**config.mk**
```make
export PLATFORM = sky130hd
export DESIGN_NAME = der_ecdsa_signature_to_raw_rs_flat
export DESIGN_NICKNAME = d
export VERILOG_FILES = /design/src/design/dersig_pkg.sv /design/src/design/dersig_in_if.sv /design/src/design/dersig_out_if.sv /design/src/design/der_ecdsa_signature_to_raw_rs.sv /design/src/flat_wrapper.sv
export SDC_FILE = /design/constraint.sdc
export NUM_CORES = 1
export LEC_CHECK = 0
export BUFFER_PORTS_ARGS = -buffer_cell sky130_fd_sc_hd__buf_4
export CAP_MARGIN = 10
export CORE_UTILIZATION = 30
export CTS_CLUSTER_DIAMETER = 150
export DETAILED_ROUTE_END_ITERATION = 7
export PLACE_DENSITY = 0.45
export SYNTH_ARGS = -nofsm -noshare
export SYNTH_HDL_FRONTEND = slang
export SYNTH_SLANG_ARGS = --single-unit
export TNS_END_PERCENT = 20
```
**constraint.sdc**
```tcl
create_clock -name clk -period 7.2 [get_ports clk]
set_input_delay 1.08 -clock clk [delete_from_list [all_inputs] [get_ports clk]]
set_output_delay 1.08 -clock clk [all_outputs]
set_load 0.02 [all_outputs]
```
**src/design/dersig_pkg.sv**
```systemverilog
// Shared types and constants for the DER signature to raw r||s converter.
// No dependencies; used by the channel interfaces and the top level.
package dersig_pkg;

    typedef logic [7:0] byte_t;

    localparam byte_t SEQ_TAG  = 8'h30;
    localparam byte_t INT_TAG  = 8'h02;
    localparam int    MIN_SIG_BYTES = 8;

    // parser phases
    localparam logic [2:0] PH_SEQ_TAG = 3'd0;
    localparam logic [2:0] PH_SEQ_LEN = 3'd1;
    localparam logic [2:0] PH_INT_TAG = 3'd2;
    localparam logic [2:0] PH_INT_LEN = 3'd3;
    localparam logic [2:0] PH_INT_VAL = 3'd4;
    localparam logic [2:0] PH_DONE    = 3'd5;

endpackage

```
**src/design/dersig_in_if.sv**
```systemverilog
// Input channel: one DER signature byte per item, flag on the final byte.
// Depends on dersig_pkg.
interface dersig_in_if;
    logic               valid;
    logic               ready;
    dersig_pkg::byte_t  sig_byte;
    logic               final_byte;

    modport source (output valid, output sig_byte, output final_byte, input ready);
    modport sink   (input valid, input sig_byte, input final_byte, output ready);
endinterface

```
**src/design/dersig_out_if.sv**
```systemverilog
// Output channel: one raw r||s byte per item with status and last flag.
// Depends on dersig_pkg.
interface dersig_out_if;
    logic               valid;
    logic               ready;
    logic               ok;
    dersig_pkg::byte_t  rs_byte;
    logic               last_out;

    modport source (output valid, output ok, output rs_byte, output last_out, input ready);
    modport sink   (input valid, input ok, input rs_byte, input last_out, output ready);
endinterface

```
**src/design/der_ecdsa_signature_to_raw_rs.sv**
```systemverilog
// DER ECDSA signature parser producing raw r||s bytes.
// Takes one byte per cycle unless stalled; each result leaves through output registers.
// A good signature yields 2*COORD_BYTES items, one per cycle while rs_out is ready, an error one item.
// Two store banks: parsing fills one while the other drains; input stalls only
// when the bank to be filled next still holds a signature not yet fully drained.
// Reset (rst_n low, async) empties both banks and restarts the parser.
module der_ecdsa_signature_to_raw_rs #(
    parameter int COORD_BYTES   = 32,
    parameter int MAX_SIG_BYTES = 72
) (
    input  logic                clk,
    input  logic                rst_n,
    dersig_in_if.sink           sig_in,
    dersig_out_if.source        rs_out
);

    localparam int RS_BYTES = 2 * COORD_BYTES;
    localparam int PW       = $clog2(RS_BYTES);
    localparam int LW       = $clog2(COORD_BYTES + 2);
    localparam int BW       = $clog2(MAX_SIG_BYTES + 2);

    // parser state
    logic [2:0]     phase_reg, phase_next;
    logic [BW-1:0]  bc_reg, bc_next;
    logic [7:0]     seq_reg, seq_next;
    logic [LW-1:0]  len_reg, len_next;
    logic [LW-1:0]  idx_reg, idx_next;
    logic           dos_reg, dos_next;
    logic           fvz_reg, fvz_next;   // first value byte was zero
    logic           err_reg, err_next;
    logic           wr_en;
    logic [PW-1:0]  wr_pos;
    logic [LW:0]    psum;
    logic [LW:0]    pdiff;
    logic           good;

    // banks
    logic                       pb_reg;      // bank being filled
    logic                       db_reg;      // bank being drained
    logic [1:0]                 busy_reg;
    logic [1:0]                 okb_reg;
    logic [1:0][RS_BYTES-1:0]   vld_reg;
    dersig_pkg::byte_t          mem [2][RS_BYTES];

    // drain / output
    logic [PW-1:0]      cnt_reg;
    logic               out_valid_reg;
    logic               ok_out_reg;
    logic               last_reg;
    logic               vbit_reg;
    dersig_pkg::byte_t  rdata_reg;
    logic               advance;
    logic               issue;
    logic               finish;
    logic               in_acc;
    dersig_pkg::byte_t  b;

    assign b      = sig_in.sig_byte;
    assign in_acc = sig_in.valid && sig_in.ready;
    assign sig_in.ready = !busy_reg[pb_reg];

    assign psum  = (LW+1)'(idx_reg) + (LW+1)'(COORD_BYTES);
    assign pdiff = psum - (LW+1)'(len_reg);

    always_comb
    begin
        phase_next = phase_reg;
        seq_next   = seq_reg;
        len_next   = len_reg;
        idx_next   = idx_reg;
        dos_next   = dos_reg;
        fvz_next   = fvz_reg;
        err_next   = err_reg;
        wr_en      = 1'b0;
        wr_pos     = PW'(pdiff) + (dos_reg ? PW'(COORD_BYTES) : PW'(0));
        bc_next    = (bc_reg <= BW'(MAX_SIG_BYTES)) ? bc_reg + BW'(1) : bc_reg;
        if (!err_reg)
        begin
            case (phase_reg)
                dersig_pkg::PH_SEQ_TAG:
                begin
                    if (b != dersig_pkg::SEQ_TAG) err_next = 1'b1;
                    else phase_next = dersig_pkg::PH_SEQ_LEN;
                end
                dersig_pkg::PH_SEQ_LEN:
                begin
                    seq_next   = b;
                    phase_next = dersig_pkg::PH_INT_TAG;
                end
                dersig_pkg::PH_INT_TAG:
                begin
                    if (b != dersig_pkg::INT_TAG) err_next = 1'b1;
                    else phase_next = dersig_pkg::PH_INT_LEN;
                end
                dersig_pkg::PH_INT_LEN:
                begin
                    if (b == 8'd0 || b > 8'(COORD_BYTES + 1))
                        err_next = 1'b1;
                    else
                    begin
                        len_next   = LW'(b);
                        idx_next   = '0;
                        phase_next = dersig_pkg::PH_INT_VAL;
                    end
                end
                dersig_pkg::PH_INT_VAL:
                begin
                    if (idx_reg == LW'(0))
                    begin
                        if (b[7]) err_next = 1'b1;
                        if (len_reg == LW'(COORD_BYTES + 1) && b != 8'd0) err_next = 1'b1;
                        fvz_next = (b == 8'd0);
                    end
                    else if (idx_reg == LW'(1))
                    begin
                        // redundant leading zero
                        if (fvz_reg && !b[7]) err_next = 1'b1;
                    end
                    if (!err_next)
                    begin
                        wr_en    = (psum >= (LW+1)'(len_reg));
                        idx_next = idx_reg + LW'(1);
                        if (idx_next >= len_reg)
                        begin
                            if (dos_reg) phase_next = dersig_pkg::PH_DONE;
                            else
                            begin
                                dos_next   = 1'b1;
                                phase_next = dersig_pkg::PH_INT_TAG;
                            end
                        end
                    end
                end
                default: err_next = 1'b1;
            endcase
        end
    end

    assign good = !err_next && phase_next == dersig_pkg::PH_DONE &&
                  bc_next >= BW'(dersig_pkg::MIN_SIG_BYTES) &&
                  bc_next <= BW'(MAX_SIG_BYTES) &&
                  {1'b0, seq_next} == 9'(bc_next) - 9'd2;

    always_ff @(posedge clk or negedge rst_n)
    begin
        if (!rst_n)
        begin
            phase_reg <= dersig_pkg::PH_SEQ_TAG;
            bc_reg    <= '0;
            seq_reg   <= '0;
            len_reg   <= '0;
            idx_reg   <= '0;
            dos_reg   <= 1'b0;
            fvz_reg   <= 1'b0;
            err_reg   <= 1'b0;
        end
        else if (in_acc)
        begin
            if (sig_in.final_byte)
            begin
                phase_reg <= dersig_pkg::PH_SEQ_TAG;
                bc_reg    <= '0;
                seq_reg   <= '0;
                len_reg   <= '0;
                idx_reg   <= '0;
                dos_reg   <= 1'b0;
                fvz_reg   <= 1'b0;
                err_reg   <= 1'b0;
            end
            else
            begin
                phase_reg <= phase_next;
                bc_reg    <= bc_next;
                seq_reg   <= seq_next;
                len_reg   <= len_next;
                idx_reg   <= idx_next;
                dos_reg   <= dos_next;
                fvz_reg   <= fvz_next;
                err_reg   <= err_next;
            end
        end
    end

    // drain side: rdata_reg doubles as the output register
    assign advance = !out_valid_reg || rs_out.ready;
    assign issue   = advance && busy_reg[db_reg];
    assign finish  = issue && (!okb_reg[db_reg] || cnt_reg == PW'(RS_BYTES - 1));

    always_ff @(posedge clk)
    begin
        if (in_acc && wr_en)
            mem[pb_reg][wr_pos] <= b;
        if (issue)
            rdata_reg <= mem[db_reg][cnt_reg];
    end

    always_ff @(posedge clk or negedge rst_n)
    begin
        if (!rst_n)
        begin
            pb_reg        <= 1'b0;
            db_reg        <= 1'b0;
            busy_reg      <= '0;
            okb_reg       <= '0;
            vld_reg       <= '0;
            cnt_reg       <= '0;
            out_valid_reg <= 1'b0;
            ok_out_reg    <= 1'b0;
            last_reg      <= 1'b0;
            vbit_reg      <= 1'b0;
        end
        else
        begin
            if (in_acc && wr_en)
                vld_reg[pb_reg][wr_pos] <= 1'b1;
            if (in_acc && sig_in.final_byte)
            begin
                busy_reg[pb_reg] <= 1'b1;
                okb_reg[pb_reg]  <= good;
                pb_reg           <= !pb_reg;
            end
            if (advance)
                out_valid_reg <= busy_reg[db_reg];
            if (issue)
            begin
                ok_out_reg <= okb_reg[db_reg];
                last_reg   <= finish;
                vbit_reg   <= vld_reg[db_reg][cnt_reg];
                cnt_reg    <= finish ? '0 : cnt_reg + PW'(1);
            end
            if (finish)
            begin
                // bank goes back to the parser empty
                busy_reg[db_reg] <= 1'b0;
                vld_reg[db_reg]  <= '0;
                db_reg           <= !db_reg;
            end
        end
    end

    assign rs_out.valid    = out_valid_reg;
    assign rs_out.ok       = ok_out_reg;
    assign rs_out.rs_byte  = (ok_out_reg && vbit_reg) ? rdata_reg : '0;
    assign rs_out.last_out = last_reg;

endmodule
```
**src/flat_wrapper.sv**
```systemverilog
// flat-port wrapper written by rule: the top's interface ports become plain ports
module der_ecdsa_signature_to_raw_rs_flat 
#(
    parameter int COORD_BYTES   = 32,
    parameter int MAX_SIG_BYTES = 72
)
  (clk, rst_n, sig_in_valid, sig_in_sig_byte, sig_in_final_byte, sig_in_ready, rs_out_valid, rs_out_ok, rs_out_rs_byte, rs_out_last_out, rs_out_ready);
  dersig_in_if sig_in_i ();
  dersig_out_if rs_out_i ();
  input  logic clk;
  input  logic rst_n;
  input wire logic [$bits(sig_in_i.valid)-1:0] sig_in_valid;
  input wire logic [$bits(sig_in_i.sig_byte)-1:0] sig_in_sig_byte;
  input wire logic [$bits(sig_in_i.final_byte)-1:0] sig_in_final_byte;
  output wire logic [$bits(sig_in_i.ready)-1:0] sig_in_ready;
  output wire logic [$bits(rs_out_i.valid)-1:0] rs_out_valid;
  output wire logic [$bits(rs_out_i.ok)-1:0] rs_out_ok;
  output wire logic [$bits(rs_out_i.rs_byte)-1:0] rs_out_rs_byte;
  output wire logic [$bits(rs_out_i.last_out)-1:0] rs_out_last_out;
  input wire logic [$bits(rs_out_i.ready)-1:0] rs_out_ready;
  assign sig_in_i.valid = sig_in_valid;
  assign sig_in_i.sig_byte = sig_in_sig_byte;
  assign sig_in_i.final_byte = sig_in_final_byte;
  assign sig_in_ready = sig_in_i.ready;
  assign rs_out_valid = rs_out_i.valid;
  assign rs_out_ok = rs_out_i.ok;
  assign rs_out_rs_byte = rs_out_i.rs_byte;
  assign rs_out_last_out = rs_out_i.last_out;
  assign rs_out_i.ready = rs_out_ready;
  der_ecdsa_signature_to_raw_rs #(.COORD_BYTES(COORD_BYTES), .MAX_SIG_BYTES(MAX_SIG_BYTES)) u_core (.clk(clk), .rst_n(rst_n), .sig_in(sig_in_i), .rs_out(rs_out_i));
endmodule
```
==> summary.md <==
For the standard cell core area, the log shows 161000 µm². The number of global-route vias before repair is 24700. The worst setup path is captured at a flop. Max-slew violation total from the final report: 0. The run gives 0.291 mV as the maximum VDD drop. Dividing the detail-routed via count by the number of cells gives 5.05. TritonCTS built the clock tree. The count of buffer and inverter cells on the critical path works out to 1. The detailed router finished its first iteration with 2481 violations. Entering global routing, the biggest net connects 137 pins. The final period demand of the worst path was 4840 ps; the synthesized area divided by synthesized cell count was 20.5 µm². The relative area change from synthesis to final layout was 14.7%; the synthesized instance count was 2369. The clock tree root buffer cell was sky130_fd_sc_hd__clkbuf_16. After Yosys synthesis, full adders, half adders and majority gates account for 0.741% of the synthesized area. Once placement finished, the instance area stood at 51300 µm². After synthesis, the share of cell area in mux cells is 17.9%. Power comes to 17.8 mW. At the pin with the least slew margin, the transition time is 1100 ps. The number of antenna violations at the first check in global routing was 10. After the last flow step, the layout net total stands at 2463. Hold timing on the final database bottoms out at a slack of 346 ps. The total number of vias is 23700. The tool flagged a number of max-cap violations equal to 0. The logs give 190000 µm for the global-route wire length before repair and 7570 ps for the data required time of the critical path.

The power per cell area was 319 nW/µm²; the achievable clock frequency was 0.206 GHz. The total global-route track usage is 16.4%. The final number of hold-violating endpoints was 0; the ratio of final minimum period to clock period was 67.3%.

After clock tree synthesis, the repair step resized 0 gates. The logs give 0 for the total DRC errors in the routed layout and 134 for the number of buffers created by CTS. Summing the sequential cell areas from Yosys gives 72.8% of the chip area.

Detailed placement ended at an HPWL of 80800 µm. After synthesis, the share of flip-flops with an asynchronous set or reset is 14.6%. The xor/xnor cell area share of the yosys netlist is 0.468%.

Class of the tightest hold or removal check: in2async. The floorplan step set the die height to 405 µm. The mapped netlist covers 48700 µm². The tools report the number of search-and-repair iterations in the first detailed-routing pass as 5. The worst setup path is launched from a flop. The run gives 2409 as the total nets after synthesis. In this run the worst path has a maximum fanout of 21. Among cell families on the critical path, the largest total delay comes from simple AND/OR/NAND/NOR gates.

At the later pin of the worst-skew pair, clock insertion delay measures 780 ps. The post-synthesis sequential element count works out to 1209. The detail route stage leaves a number of antenna-violating nets equal to 0.

Of the total synthesized cell area, the portion taken by AND, OR, NAND and NOR gates is 3.02%. Buffers added to address setup during post-CTS repair amount to 0. Setup repair after global routing left no endpoint under its margin.

Slowest library cell on the worst path: sky130_fd_sc_hd__nor2_1. The initial standard-cell utilization of the core is 30.3%. The run gives 0 as the aggregate global routing overflow. STA puts the critical path data arrival time at 5210 ps. The synthesized netlist devotes 3.63% of its cell area to compound gates.

The chip width was 405 µm. The final setup TNS is 0 ps, and the number of setup violations in the final report is 0. Yosys mapped a number of flops with a built-in enable equal to 1032. The run finished with clean final reports. The Yosys warning count was 0; the total number of H-tree levels was 4. The largest single stage delay on the critical path is 910 ps. The netlist uses 69 different library cells.

The signal on the critical path passes through mux2i_1 > nand2_1 > buf_4 > nor3_1 > o221a_1 > nand3b_4 > nor2_1. The tools report the die area as 164000 µm². The static leakage came out at 17.8 nW. In the synthesized netlist the dominant register cell turns out to be sky130_fd_sc_hd__edfxtp_1.

The number of flip-flops under the largest register name is 1024, and the sum of routed wire length over all layers is 132000 µm. The number of port buffers was 24. The worst pin sits at a relative slew slack of 26.6%. The congestion estimate from routability-driven global placement came to 0.776. After detailed routing, the average wire length per cell comes to 28.0 µm.

The number of hold buffers added after CTS was 0. After synthesis, the largest family of logic cells by area is multiplexers. The cell area after layout is 55800 µm².

Clock skew on the completed layout was measured at 37.7 ps. The longest clock path from root to sink contains 3 buffers. The fraction of layout cells with a size suffix above 1 was 26.3%. After floorplanning, the core was divided into 147 placement rows.

The worst setup path is of the reg2reg kind. After clock tree synthesis, the clock-pin slew on the worst setup and hold paths is 60 ps. The tree built by TritonCTS fans out to 1209 sinks.

For this design the top-level I/O count stands at 25.
==> layer usage <==
metal | vias to the layer above | GRT usage, % | share of wire [%]
li1 | 9901 | - | -
met1 | 12900 | 23.1 | 45
met2 | 747 | 25.1 | 46
met3 | 138 | 4.45 | 6.8
met4 | 4 | 3.77 | 1.7
met5 | - | 0 | 0.021
==> worst reg2reg max path: stages, from the launching register on <==
cell and delay, ps:
sky130_fd_sc_hd__dfrtp_1 700, sky130_fd_sc_hd__mux2i_1 520, sky130_fd_sc_hd__nand2_1 110, sky130_fd_sc_hd__buf_4 230, sky130_fd_sc_hd__nor3_1 440, sky130_fd_sc_hd__o221a_1 840
sky130_fd_sc_hd__nand3b_4 700, sky130_fd_sc_hd__nor2_1 920
==> layout make-up <==
type | count | area (µm²)
Antenna cell | 1 | 2.50
Clock buffer | 181 | 3790
Clock inverter | 67 | 678
Fill cell | 15000 | 105000
Inverter | 28 | 105
Multi-Input combinational cell | 992 | 12600
Sequential cell | 1209 | 35400
Tap cell | 2160 | 2700
Timing Repair Buffer | 58 | 517
==> power by group <==
group          leakage, nW  switching [mW]  internal, mW
clock                 2.18            2.80          4.10
combinational         3.94            1.70          1.32
sequential            11.7           0.165          7.71
total                 17.8            4.66          13.1
==> metrics by stage <==
step / setup WS [ps] / util [%] / instances
global placement: 1730 / 31.9 / 4447
finish: 2360 / 34.7 / 4696
global route: 2020 / 34.7 / 4695
CTS: 2310 / 34.7 / 4695
floorplan: 3280 / - / 2369
detailed placement: 1630 / 31.9 / 4447
==> cells in the mapped netlist, types with 4 or more instances <==
master / count / share of area, %
sky130_fd_sc_hd__mux2_2: 9 / 0.21
sky130_fd_sc_hd__nor2b_1: 7 / 0.090
sky130_fd_sc_hd__a22o_1: 7 / 0.13
sky130_fd_sc_hd__nand4_1: 7 / 0.090
sky130_fd_sc_hd__a21o_1: 4 / 0.062
sky130_fd_sc_hd__a22oi_1: 8 / 0.12
sky130_fd_sc_hd__nand2b_1: 6 / 0.077
sky130_fd_sc_hd__a31oi_1: 8 / 0.10
sky130_fd_sc_hd__nor3_1: 8 / 0.082
sky130_fd_sc_hd__dfrtp_1: 177 / 9.1
sky130_fd_sc_hd__buf_4: 4 / 0.062
sky130_fd_sc_hd__xor2_1: 12 / 0.22
sky130_fd_sc_hd__nor2_1: 149 / 1.1
sky130_fd_sc_hd__or3_1: 11 / 0.14
sky130_fd_sc_hd__buf_1: 36 / 0.28
sky130_fd_sc_hd__edfxtp_1: 1032 / 64
sky130_fd_sc_hd__o22ai_1: 6 / 0.077
sky130_fd_sc_hd__xnor2_1: 14 / 0.25
sky130_fd_sc_hd__and2_1: 4 / 0.051
sky130_fd_sc_hd__ha_1: 24 / 0.62
sky130_fd_sc_hd__nand2_1: 49 / 0.38
sky130_fd_sc_hd__buf_2: 15 / 0.15
sky130_fd_sc_hd__nand3_1: 11 / 0.11
sky130_fd_sc_hd__and3_1: 10 / 0.13
sky130_fd_sc_hd__o31ai_1: 4 / 0.062
sky130_fd_sc_hd__o21ai_0: 32 / 0.33
sky130_fd_sc_hd__clkbuf_1: 80 / 0.62
sky130_fd_sc_hd__a21oi_1: 11 / 0.11
sky130_fd_sc_hd__inv_1: 28 / 0.22
sky130_fd_sc_hd__a32o_1: 4 / 0.082
sky130_fd_sc_hd__nor2_2: 4 / 0.051
sky130_fd_sc_hd__o21a_1: 134 / 2.1
sky130_fd_sc_hd__mux4_2: 376 / 17
sky130_fd_sc_hd__or4_1: 5 / 0.077
sky130_fd_sc_hd__mux2i_1: 15 / 0.31
==> kinds of logic (layout without fill, tap and decap cells) <==
kind of cell | count (synthesis) | after routing
and+or+nand+nor | 294 | 294
other | 0 | 1
adders and majority gates | 27 | 27
AOI/OAI and AO/OA | 245 | 245
muxes | 400 | 400
DFF | 1209 | 1209
buffers and inverters | 168 | 334
xor gates and xnor gates | 26 | 26
==> path summary, 6_finish.rpt <==
path | from | endpoint | slack, ps | depth (start not counted)
max | u_core.pb_reg | u_core.mem[1][193] | 2360 | 7
max reg2reg | u_core.pb_reg | u_core.mem[1][193] | 2360 | 7
max in group asynchronous | rst_n | u_core.vld_reg[32] | 5670 | 2
min reg2reg | u_core.okb_reg[1] | u_core.okb_reg[1] | 490 | 2
min in group clk | u_core.okb_reg[1] | u_core.okb_reg[1] | 490 | 2
min | rst_n | u_core.vld_reg[95] | 350 | 1
==> cell usage in the layout, fill, tap and decap left out, types with 8 or more instances in the layout <==
master / n
sky130_fd_sc_hd__o21ai_0: 32
sky130_fd_sc_hd__bufinv_16: 11
sky130_fd_sc_hd__nor2_1: 149
sky130_fd_sc_hd__buf_4: 51
sky130_fd_sc_hd__and3_1: 10
sky130_fd_sc_hd__mux4_2: 376
sky130_fd_sc_hd__nand3_1: 11
sky130_fd_sc_hd__a31oi_1: 8
sky130_fd_sc_hd__mux2_2: 9
sky130_fd_sc_hd__inv_1: 28
sky130_fd_sc_hd__clkbuf_1: 28
sky130_fd_sc_hd__clkinv_2: 20
sky130_fd_sc_hd__clkbuf_16: 140
sky130_fd_sc_hd__xor2_1: 12
sky130_fd_sc_hd__clkbuf_8: 14
sky130_fd_sc_hd__edfxtp_1: 1032
sky130_fd_sc_hd__mux2i_1: 15
sky130_fd_sc_hd__o21a_1: 134
sky130_fd_sc_hd__or3_1: 10
sky130_fd_sc_hd__xnor2_1: 14
sky130_fd_sc_hd__dfrtp_1: 173
sky130_fd_sc_hd__ha_1: 24
sky130_fd_sc_hd__nand2_1: 48
sky130_fd_sc_hd__a21oi_1: 11
sky130_fd_sc_hd__a22oi_1: 8
sky130_fd_sc_hd__clkinv_1: 20
sky130_fd_sc_hd__nor3_1: 8
(Power assumes the default switching activity.)
